### src/hw/rtl/b64sc_pkg.sv
// Shared types, character codes and alphabet functions for the base64 stream codec.
// No dependencies; imported by every module of the codec.
package b64sc_pkg;

  localparam logic [7:0] PAD_CHAR   = 8'h3D;  // '='
  localparam logic [7:0] CHAR_UP_A  = 8'h41;  // 'A'
  localparam logic [7:0] CHAR_UP_Z  = 8'h5A;
  localparam logic [7:0] CHAR_LO_A  = 8'h61;
  localparam logic [7:0] CHAR_LO_Z  = 8'h7A;
  localparam logic [7:0] CHAR_ZERO  = 8'h30;
  localparam logic [7:0] CHAR_NINE  = 8'h39;
  localparam logic [7:0] CHAR_PLUS  = 8'h2B;
  localparam logic [7:0] CHAR_SLASH = 8'h2F;

  localparam int unsigned MAX_RES = 4;

  localparam logic DIR_ENCODE = 1'b0;
  localparam logic DIR_DECODE = 1'b1;

  typedef struct packed {
    logic [7:0] value;
    logic       dv;
    logic       last;
    logic       err;
  } res_t;

  typedef struct packed {
    logic [1:0] phase;
    logic [5:0] left;
    logic       pad;
    logic       err;
  } codec_state_t;

  typedef struct packed {
    res_t [MAX_RES-1:0] res;
    logic [2:0]         count;
  } step_t;

  function automatic logic [7:0] sextet_to_char(input logic [5:0] v);
    logic [7:0] w;
    w = {2'b00, v};
    if (v < 6'd26)      return CHAR_UP_A + w;
    else if (v < 6'd52) return CHAR_LO_A + (w - 8'd26);
    else if (v < 6'd62) return CHAR_ZERO + (w - 8'd52);
    else if (v == 6'd62) return CHAR_PLUS;
    else                return CHAR_SLASH;
  endfunction

  // {valid, sextet}; valid low for a character outside the alphabet
  function automatic logic [6:0] char_to_sextet(input logic [7:0] c);
    logic [7:0] d;
    d = 8'd0;
    if (c >= CHAR_UP_A && c <= CHAR_UP_Z) begin
      d = c - CHAR_UP_A;
      return {1'b1, d[5:0]};
    end else if (c >= CHAR_LO_A && c <= CHAR_LO_Z) begin
      d = c - CHAR_LO_A + 8'd26;
      return {1'b1, d[5:0]};
    end else if (c >= CHAR_ZERO && c <= CHAR_NINE) begin
      d = c - CHAR_ZERO + 8'd52;
      return {1'b1, d[5:0]};
    end else if (c == CHAR_PLUS) begin
      return {1'b1, 6'd62};
    end else if (c == CHAR_SLASH) begin
      return {1'b1, 6'd63};
    end
    return 7'd0;
  endfunction

endpackage

### src/hw/rtl/b64sc_step.sv
// Combinational encode/decode step: one item plus message state in, result burst
// and next state out. Depends on b64sc_pkg.
module b64sc_step (
  input  logic                  direction,
  input  b64sc_pkg::codec_state_t st,
  input  logic [7:0]            value,
  input  logic                  last,
  output b64sc_pkg::step_t      step,
  output b64sc_pkg::codec_state_t st_next
);
  import b64sc_pkg::*;

  logic [6:0] dec;
  logic [5:0] sx;
  logic       sx_ok;
  logic       is_pad;
  logic       have;
  logic [7:0] byte_v;
  logic       err_n;
  logic [2:0] n;

  always_comb begin
    step    = '0;
    st_next = st;
    dec     = char_to_sextet(value);
    is_pad  = (value == PAD_CHAR);
    sx      = is_pad ? 6'd0 : dec[5:0];
    sx_ok   = is_pad | dec[6];
    have    = 1'b0;
    byte_v  = 8'd0;
    err_n   = st.err;
    n       = 3'd0;

    if (direction == DIR_ENCODE) begin
      unique case (st.phase)
        2'd1: begin
          step.res[0].value = sextet_to_char({st.left[1:0], value[7:4]});
          st_next.left  = {2'b00, value[3:0]};
          st_next.phase = 2'd2;
          n = 3'd1;
          if (last) begin
            step.res[1].value = sextet_to_char({value[3:0], 2'b00});
            step.res[2].value = PAD_CHAR;
            n = 3'd3;
          end
        end
        2'd2: begin
          step.res[0].value = sextet_to_char({st.left[3:0], value[7:6]});
          step.res[1].value = sextet_to_char(value[5:0]);
          st_next.left  = 6'd0;
          st_next.phase = 2'd0;
          n = 3'd2;
        end
        default: begin
          // phase three cannot arise here; handled as a fresh group
          step.res[0].value = sextet_to_char(value[7:2]);
          st_next.left  = {4'b0000, value[1:0]};
          st_next.phase = 2'd1;
          n = 3'd1;
          if (last) begin
            step.res[1].value = sextet_to_char({value[1:0], 4'b0000});
            step.res[2].value = PAD_CHAR;
            step.res[3].value = PAD_CHAR;
            n = 3'd4;
          end
        end
      endcase
      for (int k = 0; k < MAX_RES; k++) begin
        step.res[k].dv   = (3'(k) < n);
        step.res[k].last = last && (3'(k) == n - 3'd1);
      end
      step.count = n;
      if (last) st_next = '0;
    end else begin
      if (is_pad) st_next.pad = 1'b1;
      if (!sx_ok || (!is_pad && st.pad)) err_n = 1'b1;
      st_next.err = err_n;
      if (sx_ok) begin
        unique case (st.phase)
          2'd0: begin
            st_next.left  = sx;
            st_next.phase = 2'd1;
          end
          2'd1: begin
            byte_v = {st.left, sx[5:4]};
            have   = 1'b1;
            st_next.left  = {2'b00, sx[3:0]};
            st_next.phase = 2'd2;
          end
          2'd2: begin
            byte_v = {st.left[3:0], sx[5:2]};
            have   = 1'b1;
            st_next.left  = {4'b0000, sx[1:0]};
            st_next.phase = 2'd3;
          end
          default: begin
            byte_v = {st.left[1:0], sx};
            have   = 1'b1;
            st_next.left  = 6'd0;
            st_next.phase = 2'd0;
          end
        endcase
        if (is_pad) have = 1'b0;
      end
      if (last) begin
        step.res[0].value = have ? byte_v : 8'd0;
        step.res[0].dv    = have;
        step.res[0].last  = 1'b1;
        step.res[0].err   = err_n;
        step.count        = 3'd1;
        st_next           = '0;
      end else begin
        step.res[0].value = byte_v;
        step.res[0].dv    = 1'b1;
        step.count        = have ? 3'd1 : 3'd0;
      end
    end
  end

endmodule

### src/hw/rtl/b64sc_burst.sv
// Result register: holds the burst of up to four results of one item and hands
// them out one per cycle while out_stall is low. Depends on b64sc_pkg.
module b64sc_burst (
  input  logic               clk,
  input  logic               rst,
  input  logic               load,
  input  b64sc_pkg::step_t   step,
  output logic               free,
  output logic               out_valid,
  input  logic               out_stall,
  output b64sc_pkg::res_t    head
);
  import b64sc_pkg::*;

  res_t [MAX_RES-1:0] ents;
  logic [2:0]         rem;
  logic               take;

  assign out_valid = (rem != 3'd0);
  assign take      = out_valid && !out_stall;
  assign free      = (rem == 3'd0) || (rem == 3'd1 && take);
  assign head      = ents[0];

  always_ff @(posedge clk) begin
    if (rst) begin
      rem <= 3'd0;
    end else if (load) begin
      rem <= step.count;
    end else if (take) begin
      rem <= rem - 3'd1;
    end
  end

  always_ff @(posedge clk) begin
    if (load) begin
      ents <= step.res;
    end else if (take) begin
      for (int k = 0; k < MAX_RES - 1; k++) begin
        ents[k] <= ents[k+1];
      end
    end
  end

endmodule

### src/hw/rtl/base64_stream_codec_core.sv
// Base64 stream codec top level: input register, message state, step logic and
// result burst register. Depends on b64sc_pkg, b64sc_step and b64sc_burst.
//
//  channel  | handshake               | payload
//  ---------+-------------------------+------------------------------------------
//  input    | in_valid / in_stall     | in_value, in_last
//  output   | out_valid / out_stall   | out_value, data_valid, out_last, out_error
//  config   | direction_we            | direction_wdata
//
// A request is registered at acceptance and decoded from the input register into a
// burst of zero to four results, which loads into the result register when that is
// free. The result register hands out one result per cycle while out_stall is low.
// Most items give at most one result, an encoded byte that completes a group of
// three gives two, and a final encoded byte that leaves a partial group gives three
// or four. Reset clears direction and message state. A stall on the output holds
// the burst and backs up into in_stall.
module base64_stream_codec_core (
  input  logic       clk,
  input  logic       rst,
  input  logic       in_valid,
  output logic       in_stall,
  input  logic [7:0] in_value,
  input  logic       in_last,
  output logic       out_valid,
  input  logic       out_stall,
  output logic [7:0] out_value,
  output logic       data_valid,
  output logic       out_last,
  output logic       out_error,
  input  logic       direction_we,
  input  logic       direction_wdata
);
  import b64sc_pkg::*;

  logic         direction;
  codec_state_t st;
  codec_state_t st_next;
  logic         s1_valid;
  logic [7:0]   s1_value;
  logic         s1_last;
  logic         s1_go;
  logic         in_take;
  logic         burst_free;
  step_t        step;
  res_t         head;

  assign s1_go    = s1_valid && burst_free;
  assign in_stall = s1_valid && !s1_go;
  assign in_take  = in_valid && !in_stall;

  always_ff @(posedge clk) begin
    if (rst) begin
      direction <= DIR_ENCODE;
      st        <= '0;
      s1_valid  <= 1'b0;
    end else begin
      if (direction_we) begin
        direction <= direction_wdata;
        st        <= '0;
      end else if (s1_go) begin
        st <= st_next;
      end
      if (in_take) begin
        s1_valid <= 1'b1;
      end else if (s1_go) begin
        s1_valid <= 1'b0;
      end
    end
  end

  always_ff @(posedge clk) begin
    if (in_take) begin
      s1_value <= in_value;
      s1_last  <= in_last;
    end
  end

  b64sc_step u_step (
    .direction (direction),
    .st        (st),
    .value     (s1_value),
    .last      (s1_last),
    .step      (step),
    .st_next   (st_next)
  );

  b64sc_burst u_burst (
    .clk       (clk),
    .rst       (rst),
    .load      (s1_go),
    .step      (step),
    .free      (burst_free),
    .out_valid (out_valid),
    .out_stall (out_stall),
    .head      (head)
  );

  assign out_value  = head.value;
  assign data_valid = head.dv;
  assign out_last   = head.last;
  assign out_error  = head.err;

`ifndef SYNTHESIS
  a_err_on_last: assert property (@(posedge clk) disable iff (rst)
    out_valid |-> (!out_error || out_last))
    else $error("error flag on a non-final result");

  a_enc_data: assert property (@(posedge clk) disable iff (rst)
    (out_valid && direction == DIR_ENCODE) |-> data_valid)
    else $error("empty result while encoding");

  a_clear_after_last: assert property (@(posedge clk) disable iff (rst)
    (s1_go && s1_last && !direction_we) |=> (st == '0))
    else $error("message state not cleared after final item");

  a_s1_no_overwrite: assert property (@(posedge clk) disable iff (rst)
    in_take |-> (!s1_valid || s1_go))
    else $error("input register overwritten while held");
`endif

endmodule

### config.mk
export PLATFORM = sky130hd
export DESIGN_NAME = base64_stream_codec_core
export DESIGN_NICKNAME = d
export VERILOG_FILES = /design/src/hw/rtl/b64sc_pkg.sv /design/src/hw/rtl/b64sc_step.sv /design/src/hw/rtl/b64sc_burst.sv /design/src/hw/rtl/base64_stream_codec_core.sv
export SDC_FILE = /design/constraint.sdc
export NUM_CORES = 1
export LEC_CHECK = 0
export BUFFER_PORTS_ARGS = -buffer_cell sky130_fd_sc_hd__buf_2
export CORE_MARGIN = 5
export CORE_UTILIZATION = 55
export DETAILED_ROUTE_END_ITERATION = 8
export GPL_TIMING_DRIVEN = 1
export PLACE_DENSITY_LB_ADDON = 0.1
export SYNTH_ARGS = -nofsm -noshare
export SYNTH_HDL_FRONTEND = slang
export SYNTH_SLANG_ARGS = --single-unit
### constraint.sdc
create_clock -name clk -period 4.35 [get_ports clk]
set_input_delay 0.435 -clock clk [delete_from_list [all_inputs] [get_ports clk]]
set_output_delay 0.435 -clock clk [all_outputs]
set_load 0.01 [all_outputs]
==> insert_results.sql, run 1 <==
INSERT INTO impl_metrics (metric_group, metric, value, unit) VALUES
('grt', 'via_count_of_the_first_global_routing_pass', '4892', ''),
('clock_tree', 'numCtsBuffers', '5', ''),
('critical_path', 'worstSetupStartpointType', 'flop', ''),
('placement', 'place_inst', '810', ''),
('run', 'maxCapViolations', '0', ''),
('clock_tree', 'tritoncts_num_sinks', '51', ''),
('sta', 'drv_slew', '0', ''),
('sta', 'finalHoldViolations', '0', ''),
('sta', 'fin_crit', '3.525', 'ns'),
('floorplanning', 'fp.dieArea', '12530', 'um^2'),
('synth', 'synth.mux.area_fraction', '3.065', '%'),
('floorplanning', 'io_pins', '28', ''),
('power_and_ir_drop', 'switching_power', '950.6', 'uW'),
('sta', 'maximum_achievable_frequency', '283.7', 'MHz'),
('synth', 'yosys.area_share.xor_xnor', '8.255', '%'),
('floorplanning', 'floorplan.core_area', '10230', 'um^2'),
('critical_path', 'critPathKind', 'reg -> reg', ''),
('critical_path', 'crit_path_buf_inv_count', '1', ''),
('power_and_ir_drop', 'power.leakage', '2.280', 'nW'),
('floorplanning', 'floorplan.die.width', '111.9', 'um'),
('synth', 'top_ff_cell_synth', 'edfxtp_1', ''),
('power_and_ir_drop', 'swShare', '43.39', '%'),
('clock_tree', 'path_clk_slew', '0.11', 'ns'),
('drt', 'wirelength', '17.28', 'mm'),
('synth', 'postSynthRegisterBits', '51', ''),
('critical_path', 'slowest_delay', '0.48', 'ns'),
('power_and_ir_drop', 'max-vdd-ir-drop', '0.0002095', 'V'),
('synth', 'netlist-cell-type-count', '87', ''),
('clock_tree', 'cts_buffer_depth', '2', ''),
('synth', 'postSynthAreaPerCell', '8.330', 'um^2'),
('grt', 'globalRoute.totalOverflow', '0', ''),
('layout', 'final_standard_cell_count_with_taps_included_and_fillers_excluded', '818', ''),
('critical_path', 'timing.critical_path.to_type', 'flop', ''),
('synth', 'async_reset_ff_share', '0', '%'),
('layout', 'layout_common_cells', 'nand2_1, ha_1, a21oi_1', ''),
('sta', 'final_min_period_over_clock_period', '81.04', '%'),
('synth', 'synth_compound_area_share', '27.63', '%'),
('grt', 'pin_count_of_the_biggest_net_entering_global_routing', '30', ''),
('synth', 'synthesis.area', '5714', 'um^2'),
('grt', 'grt_first_pass_wirelength', '27.57', 'mm'),
('run_status', 'outcome', 'finished, final reports clean', ''),
('drt', 'viasPerCell', '6.648', ''),
('sta', 'setup_viol_count_final', '0', ''),
('synth', 'synth_sequential_area_ratio', '24.17', '%'),
('drt', 'detailed_route_drc_error_count', '0', ''),
('critical_path', 'slowest_stage', 'a2111oi_0', ''),
('grt', 'global_route.usage.total', '27.01', '%'),
('power_and_ir_drop', 'power_density', '368.6', 'nW/um^2'),
('floorplanning', 'die_height', '111.9', 'um'),
('floorplanning', 'starting_density_of_the_core', '55.85', '%'),
('synth', 'synth_top_family_by_area', 'compound AO/OA/AOI/OAI gates', ''),
('clock_tree', 'post_cts_resized', '0', ''),
('clock_tree', 'h-tree-depth', '2', ''),
('drt', 'drt_pass1_iterations', '5', ''),
('placement', 'place_congestion', '0.9924', ''),
('critical_path', 'crit_path_cell_trace', 'clkinv_1, ha_1, a21oi_1, nand2b_1, nand2_1, ha_1, xnor2_1, a21oi_1, a2111oi_0, o21ai_0, a31oi_1', ''),
('drt', 'route.vias.total', '5438', ''),
('drt', 'dr.first_iter.drc_count', '621', ''),
('drt', 'drt-wirelength-per-cell', '21.12', 'um'),
('synth', 'synthesis.instances', '686', ''),
('sta', 'setup_total_negative_slack', '0', 'ns'),
('placement', 'dp_hpwl', '12.77', 'mm'),
('layout', 'post_route_cells_drive_above_1_share', '11.29', '%'),
('clock_tree', 'source_to_sink_clock_delay_at_the_later_pin_of_the_worst_skew_pair', '0.32', 'ns'),
('power_and_ir_drop', 'pwr-share-clk', '13.8', '%'),
('sta', 'timing.max_slew.rel_slack', '40.38', '%'),
('sta', 'worst_clock_skew', '0.01535', 'ns'),
('synth', 'yosys.area_share.simple', '18.22', '%'),
('critical_path', 'worst-endpoint-required', '4.51', 'ns'),
('layout', 'num-fill-cells', '942', ''),
('layout', 'final_net_count', '749', '');
## power by group through the flow
stage,clock (mW),combinational [mW],sequential [mW]
5_1_grt,0.331,1.20,0.801
4_1_cts,0.310,1.08,0.789
6_report,0.303,1.10,0.790
3_5_place_dp,0,1.08,0.801
3_3_place_gp,0,1.07,0.800
2_1_floorplan,0,0.836,0.770
## cell usage after synthesis (all sizes together), types with 5 or more instances
library cell	n	area, um^2
a211oi	10	75.07
a21o	6	45.04
a21oi	50	254.0
a221o	5	50.05
a221oi	6	52.55
a31oi	15	93.84
and2	5	31.28
and3	5	31.28
buf	28	185.2
clkbuf	25	93.84
clkinv	5	18.77
dfxtp	15	300.3
edfxtp	36	1081
ha	53	663.1
inv	28	105.1
mux2i	16	160.2
nand2	54	205.2
nand2b	14	87.58
nand3	20	100.1
nand4	8	50.05
nor2	49	198.9
nor2b	10	72.57
nor3	15	75.07
o211ai	10	80.07
o21a	5	37.54
o21ai	40	200.2
o221ai	7	78.83
o22ai	5	31.28
o31ai	13	102.6
or3	6	37.54
xnor2	36	322.8
xor2	17	148.9
## per-stage QoR
stage / utilization [%] / instance area, um^2 / power (mW) / hold WS [ns] / setup WS [ns]
4_1_cts: 58.09 / 5943 / 2.184 / 0.2722 / 0.9397
3_5_place_dp: 57.14 / 5846 / 1.879 / 0.4607 / 0.9943
5_1_grt: 58.09 / 5943 / 2.337 / 0.2728 / 0.5965
2_1_floorplan: - / 5714 / 1.605 / 0.4457 / 1.343
6_report: 58.09 / 5943 / 2.191 / 0.2802 / 0.8249
3_3_place_gp: 57.14 / 5846 / 1.865 / 0.4598 / 1.003
## cell families after synthesis
logic type,count (synthesis)
multiplexers,17
AND/OR/NAND/NOR,204
adder cells (fa/ha/maj),53
AO/OA/AOI/OAI,222
flip-flops,51
buffers and inverters,86
XOR/XNOR,53
## area by class of cell
cell class | instances | area [um^2] | area share, %
Multi-Input combinational cell | 549 | 3930 | 66.13
Sequential cell | 51 | 1381 | 23.24
Timing Repair Buffer | 41 | 240.2 | 4.042
Tap cell | 136 | 170.2 | 2.863
Inverter | 33 | 123.9 | 2.084
Clock buffer | 5 | 68.82 | 1.158
Clock inverter | 3 | 28.78 | 0.4842
## final timing paths
kind / from / endpoint / slack, ns / cells after the start
max: s1_value[3] / u_burst.ents[20] / 0.82 / 11
min: in_value[2] / s1_value[2] / 0.28 / 1
max reg2reg: s1_value[3] / u_burst.ents[20] / 0.82 / 11
min reg2reg: st[7] / st[7] / 0.48 / 2
## routing by layer
layer / global-route usage, % / up-vias / routed length [um]
li1: - / 2529 / -
met1: 40.21 / 2588 / 7704
met2: 41.49 / 290 / 7735
met3: 3.207 / 31 / 1433
met4: 7.051 / 0 / 405
met5: 0 / - / 0
## sequential cells by signal, indices dropped and copies added (netlist names)
register and count:
s1_valid 1, s1_value 8, direction 1, u_burst.rem 3, u_burst.head 11, st 10, u_burst.ents 16, s1_last 1
No activity file was read; power rests on OpenSTA's default activity.
==> inputs of run 2 (changes only) <==
--- a/config.mk
+++ b/config.mk
@@ -5,6 +5,7 @@
 export SDC_FILE = /design/constraint.sdc
 export NUM_CORES = 1
 export LEC_CHECK = 0
+export ABC_AREA = 1
 export BUFFER_PORTS_ARGS = -buffer_cell sky130_fd_sc_hd__buf_2
 export CORE_MARGIN = 5
 export CORE_UTILIZATION = 55
==> constraint.sdc (replaced) <==
create_clock -name clk -period 3.6 [get_ports clk]
set_input_delay 0.36 -clock clk [delete_from_list [all_inputs] [get_ports clk]]
set_output_delay 0.36 -clock clk [all_outputs]
set_load 0.01 [all_outputs]
==> run 2 against run 1 <==
Effect of this change:
- first-iteration DRC count down 14%
- core utilization up 0.15 points
- clock-buffer cell count unchanged
- largest cell class unchanged
- sequential cell count unchanged
- clock skew down 0.0043 ns
- highest routed layer unchanged
- via count up 9.1%
- routed wire length up 3.3%
- critical path depth up 5
- critical endpoint is now u_burst.head[4]
==> insert_results.sql, run 2 <==
INSERT INTO impl_metrics (metric_group, metric, value, unit) VALUES
('run', 'maxCapViolations', '0', ''),
('hold_path', 'worstHoldEndpoint', 's1_value[0]', ''),
('layout', 'flow.area_growth_from_synthesis', '4.453', '%'),
('synth', 'synthesis.area', '5704', 'um^2'),
('layout', 'layout.cells.most_common', 'nand2_1', ''),
('grt', 'grt.met2_usage', '46.56', '%'),
('critical_path', 'r2r-end', 'u_burst.head[4]', ''),
('critical_path', 'crit_path_frequent_cell', 'nand2_1', ''),
('floorplanning', 'fp.dieArea', '12510', 'um^2'),
('critical_path', 'critPathKind', 'reg -> reg', ''),
('synth', 'synthesis.instances', '870', ''),
('sta', 'max_slew.worst_pin.slew', '0.6630', 'ns'),
('placement', 'place_congestion', '0.9895', ''),
('synth', 'top_ff_cell_synth', 'edfxtp_1', ''),
('sta', 'fin_crit', '3.106', 'ns'),
('critical_path', 'reg2reg_setup_slack', '0.49', 'ns'),
('sta', 'maximum_achievable_frequency', '321.9', 'MHz'),
('layout', 'register_with_the_highest_flop_count', 'u_burst.ents', ''),
('synth', 'synth_top_cell_area_share', '18.95', '%'),
('placement', 'place_inst', '1008', ''),
('drt', 'detailed_route_drc_error_count', '0', ''),
('critical_path', 'timing.critical_path.arrival', '3.26', 'ns'),
('grt', 'globalRoute.totalOverflow', '0', ''),
('sta', 'finalHoldViolations', '0', ''),
('hold_path', 'holdCritPathClass', 'in -> reg', ''),
('critical_path', 'cp_max_fo', '14', ''),
('drt', 'drt-wirelength-per-cell', '17.56', 'um'),
('critical_path', 'slowest_delay', '0.66', 'ns'),
('critical_path', 'crit_path_cell_trace', 'inv_2, ha_1, nand2_1, inv_1, nand2_1, nand2_1, nand2_1, nand2_2, inv_2, nand2_1, nand2_1, nor2_1, nor2_1, nor2_1, nand2_1, a21oi_2', ''),
('clock_tree', 'post_cts_hold_buffer_count', '0', ''),
('drt', 'wirelength', '17.84', 'mm'),
('synth', 'yosysMostFrequentCell', 'nand2_1', ''),
('synth', 'post_synth_most_frequent_cells', 'nand2_1, nor2_1, inv_1', ''),
('floorplanning', 'starting_density_of_the_core', '55.75', '%'),
('critical_path', 'slowest_stage', 'edfxtp_1', ''),
('placement', 'dp_hpwl', '13.81', 'mm'),
('layout', 'layout_utilization', '58.24', '%'),
('floorplanning', 'die_height', '111.8', 'um'),
('synth', 'synth_largest_area_cell', 'edfxtp_1', ''),
('power_and_ir_drop', 'power.leakage', '2.717', 'nW'),
('floorplanning', 'io_pins', '28', ''),
('power_and_ir_drop', 'max-vdd-ir-drop', '0.0004949', 'V'),
('sta', 'hold_ws', '0.2079', 'ns'),
('run_status', 'outcome', 'finished, final reports clean', ''),
('layout', 'largest_reg_flops', '16', ''),
('placement', 'dp_slack', '0.5427', 'ns'),
('floorplanning', 'floorplan.die.width', '111.8', 'um'),
('clock_tree', 'numCtsBuffers', '5', ''),
('placement', 'place_area', '5861', 'um^2'),
('clock_tree', 'cts_buffer_depth', '2', ''),
('power_and_ir_drop', 'total_chip_power', '3.139', 'mW'),
('drt', 'viasPerCell', '5.839', ''),
('sta', 'minimum_setup_slack_in_the_final_design', '0.4938', 'ns'),
('sta', 'final_min_period_over_clock_period', '86.28', '%'),
('drt', 'dr.first_iter.drc_count', '537', ''),
('clock_tree', 'tritoncts_num_sinks', '51', ''),
('clock_tree', 'path_clk_slew', '0.11', 'ns'),
('layout', 'num-fill-cells', '1056', ''),
('layout', 'post_route_cells_drive_above_1_share', '10.34', '%'),
('grt', 'via_count_of_the_first_global_routing_pass', '5565', ''),
('sta', 'grt_setup_unrepaired', 'false', ''),
('layout', 'layout_common_cells', 'nand2_1, nor2_1, inv_1', ''),
('sta', 'timing.max_slew.rel_slack', '55.75', '%'),
('critical_path', 'r2r.worst_path.cells', '16', ''),
('critical_path', 'critPathTopFamily', 'simple AND/OR/NAND/NOR gates', ''),
('layout', 'final_net_count', '947', ''),
('synth', 'synth.net_count', '938', ''),
('layout', 'multi_input_gate_area_in_the_final_layout', '3750', 'um^2'),
('sta', 'setup_viol_count_final', '0', ''),
('sta', 'drv_slew', '0', ''),
('clock_tree', 'post_cts_resized', '0', ''),
('grt', 'groute.layer.met3.usage', '4.022', '%'),
('synth', 'synth_sequential_area_ratio', '24.22', '%'),
('sta', 'worst_clock_skew', '0.01106', 'ns'),
('critical_path', 'worstSetupStartpointType', 'flop', ''),
('clock_tree', 'source_to_sink_clock_delay_at_the_later_pin_of_the_worst_skew_pair', '0.32', 'ns'),
('synth', 'synth-warning-count', '0', ''),
('drt', 'route.vias.total', '5932', ''),
('critical_path', 'worst-endpoint-required', '3.76', 'ns'),
('critical_path', 'crit_path_buf_inv_count', '3', ''),
('synth', 'synth_edf_count', '36', ''),
('sta', 'setup_total_negative_slack', '0', 'ns'),
('drt', 'antenna_left', '0', ''),
('grt', 'grt_first_pass_wirelength', '28.76', 'mm'),
('placement', 'port_buffers', '27', ''),
('grt', 'global_route.usage.total', '28.28', '%'),
('synth', 'netlist_top_cells_area', 'edfxtp_1, nand2_1, ha_1', ''),
('floorplanning', 'number_of_rows_in_the_core_area', '37', ''),
('grt', 'grt-busiest-layer', 'met2', ''),
('critical_path', 'r2r-start', 's1_value[7]', ''),
('clock_tree', 'h-tree-depth', '2', ''),
('grt', 'grt_antenna_before_repair', '0', ''),
('synth', 'postSynthAreaPerCell', '6.557', 'um^2'),
('layout', 'final_standard_cell_count_with_taps_included_and_fillers_excluded', '1016', ''),
('clock_tree', 'clockRootBuffer', 'clkbuf_8', ''),
('hold_path', 'worst_hold_startpoint', 'in_value[0]', ''),
('clock_tree', 'tritoncts', 'built', ''),
('grt', 'globalRouteMet1Util', '38.98', '%'),
('drt', 'drt_pass1_iterations', '5', ''),
('layout', 'antenna_cells_inserted', '0', ''),
('critical_path', 'timing.critical_path.to_type', 'flop', ''),
('synth', 'netlist-cell-type-count', '47', ''),
('grt', 'pin_count_of_the_biggest_net_entering_global_routing', '25', ''),
('hold_path', 'whs_path_depth', '1', ''),
('floorplanning', 'floorplan.core_area', '10230', 'um^2'),
('layout', 'register_area', '1381', 'um^2'),
('layout', 'summed_area_of_non_filler_cells_in_the_final_layout', '5958', 'um^2'),
('synth', 'async_reset_ff_share', '0', '%'),
('power_and_ir_drop', 'power_density', '526.9', 'nW/um^2'),
('clock_tree', 'post_cts.repair.setup_buffers', '0', ''),
('synth', 'postSynthRegisterBits', '51', '');
run 2: cell type report:
cell class / count / area share, %
Inverter: 95 / 5.985
Multi-Input combinational cell: 690 / 62.94
Tap cell: 136 / 2.856
Clock inverter: 3 / 0.4830
Sequential cell: 51 / 23.18
Timing Repair Buffer: 36 / 3.402
Clock buffer: 5 / 1.155
run 2: worst register-to-register path: stages (launching register included):
cell	delay (ns)
edfxtp_1	0.66
inv_2	0.36
ha_1	0.53
nand2_1	0.10
inv_1	0.07
nand2_1	0.05
nand2_1	0.05
nand2_1	0.08
nand2_2	0.22
inv_2	0.10
nand2_1	0.07
nand2_1	0.08
nor2_1	0.18
nor2_1	0.06
nor2_1	0.09
nand2_1	0.07
a21oi_2	0.19
run 2: per-layer routing:
metal	routed length (um)	share of wire, %
met4	430	2.4
met3	1393	7.8
met2	8130	46
met5	0	0
met1	7885	44
run 2: cell families after synthesis:
logic type | share of synthesized area, %
flops | 24.22
simple gates | 32.88
compound gates | 16.63
xor+xnor | 4.606
buf+inv | 10.05
fa+ha+maj | 11.63
run 2: worst max-delay path by stage:
stage          slack (ns)               end         from  cells past startpoint
3_5_place_dp         0.54   u_burst.head[5]  s1_value[7]                     15
6_report             0.49   u_burst.head[4]  s1_value[7]                     16
4_1_cts              0.52   u_burst.head[5]  s1_value[7]                     15
3_3_place_gp         0.55   u_burst.head[5]  s1_value[7]                     15
5_1_grt              0.28   u_burst.head[6]  s1_value[7]                     15
2_1_floorplan        1.13  u_burst.ents[20]  s1_value[3]                     14
run 2: power breakdown:
group          switching [mW]  leakage (nW)  total [mW]  internal (mW)
logic                    1.18          2.20        1.72          0.542
clock network           0.221        0.0502       0.366          0.145
registers               0.123         0.469        1.05          0.929
total                    1.52          2.72        3.14           1.62
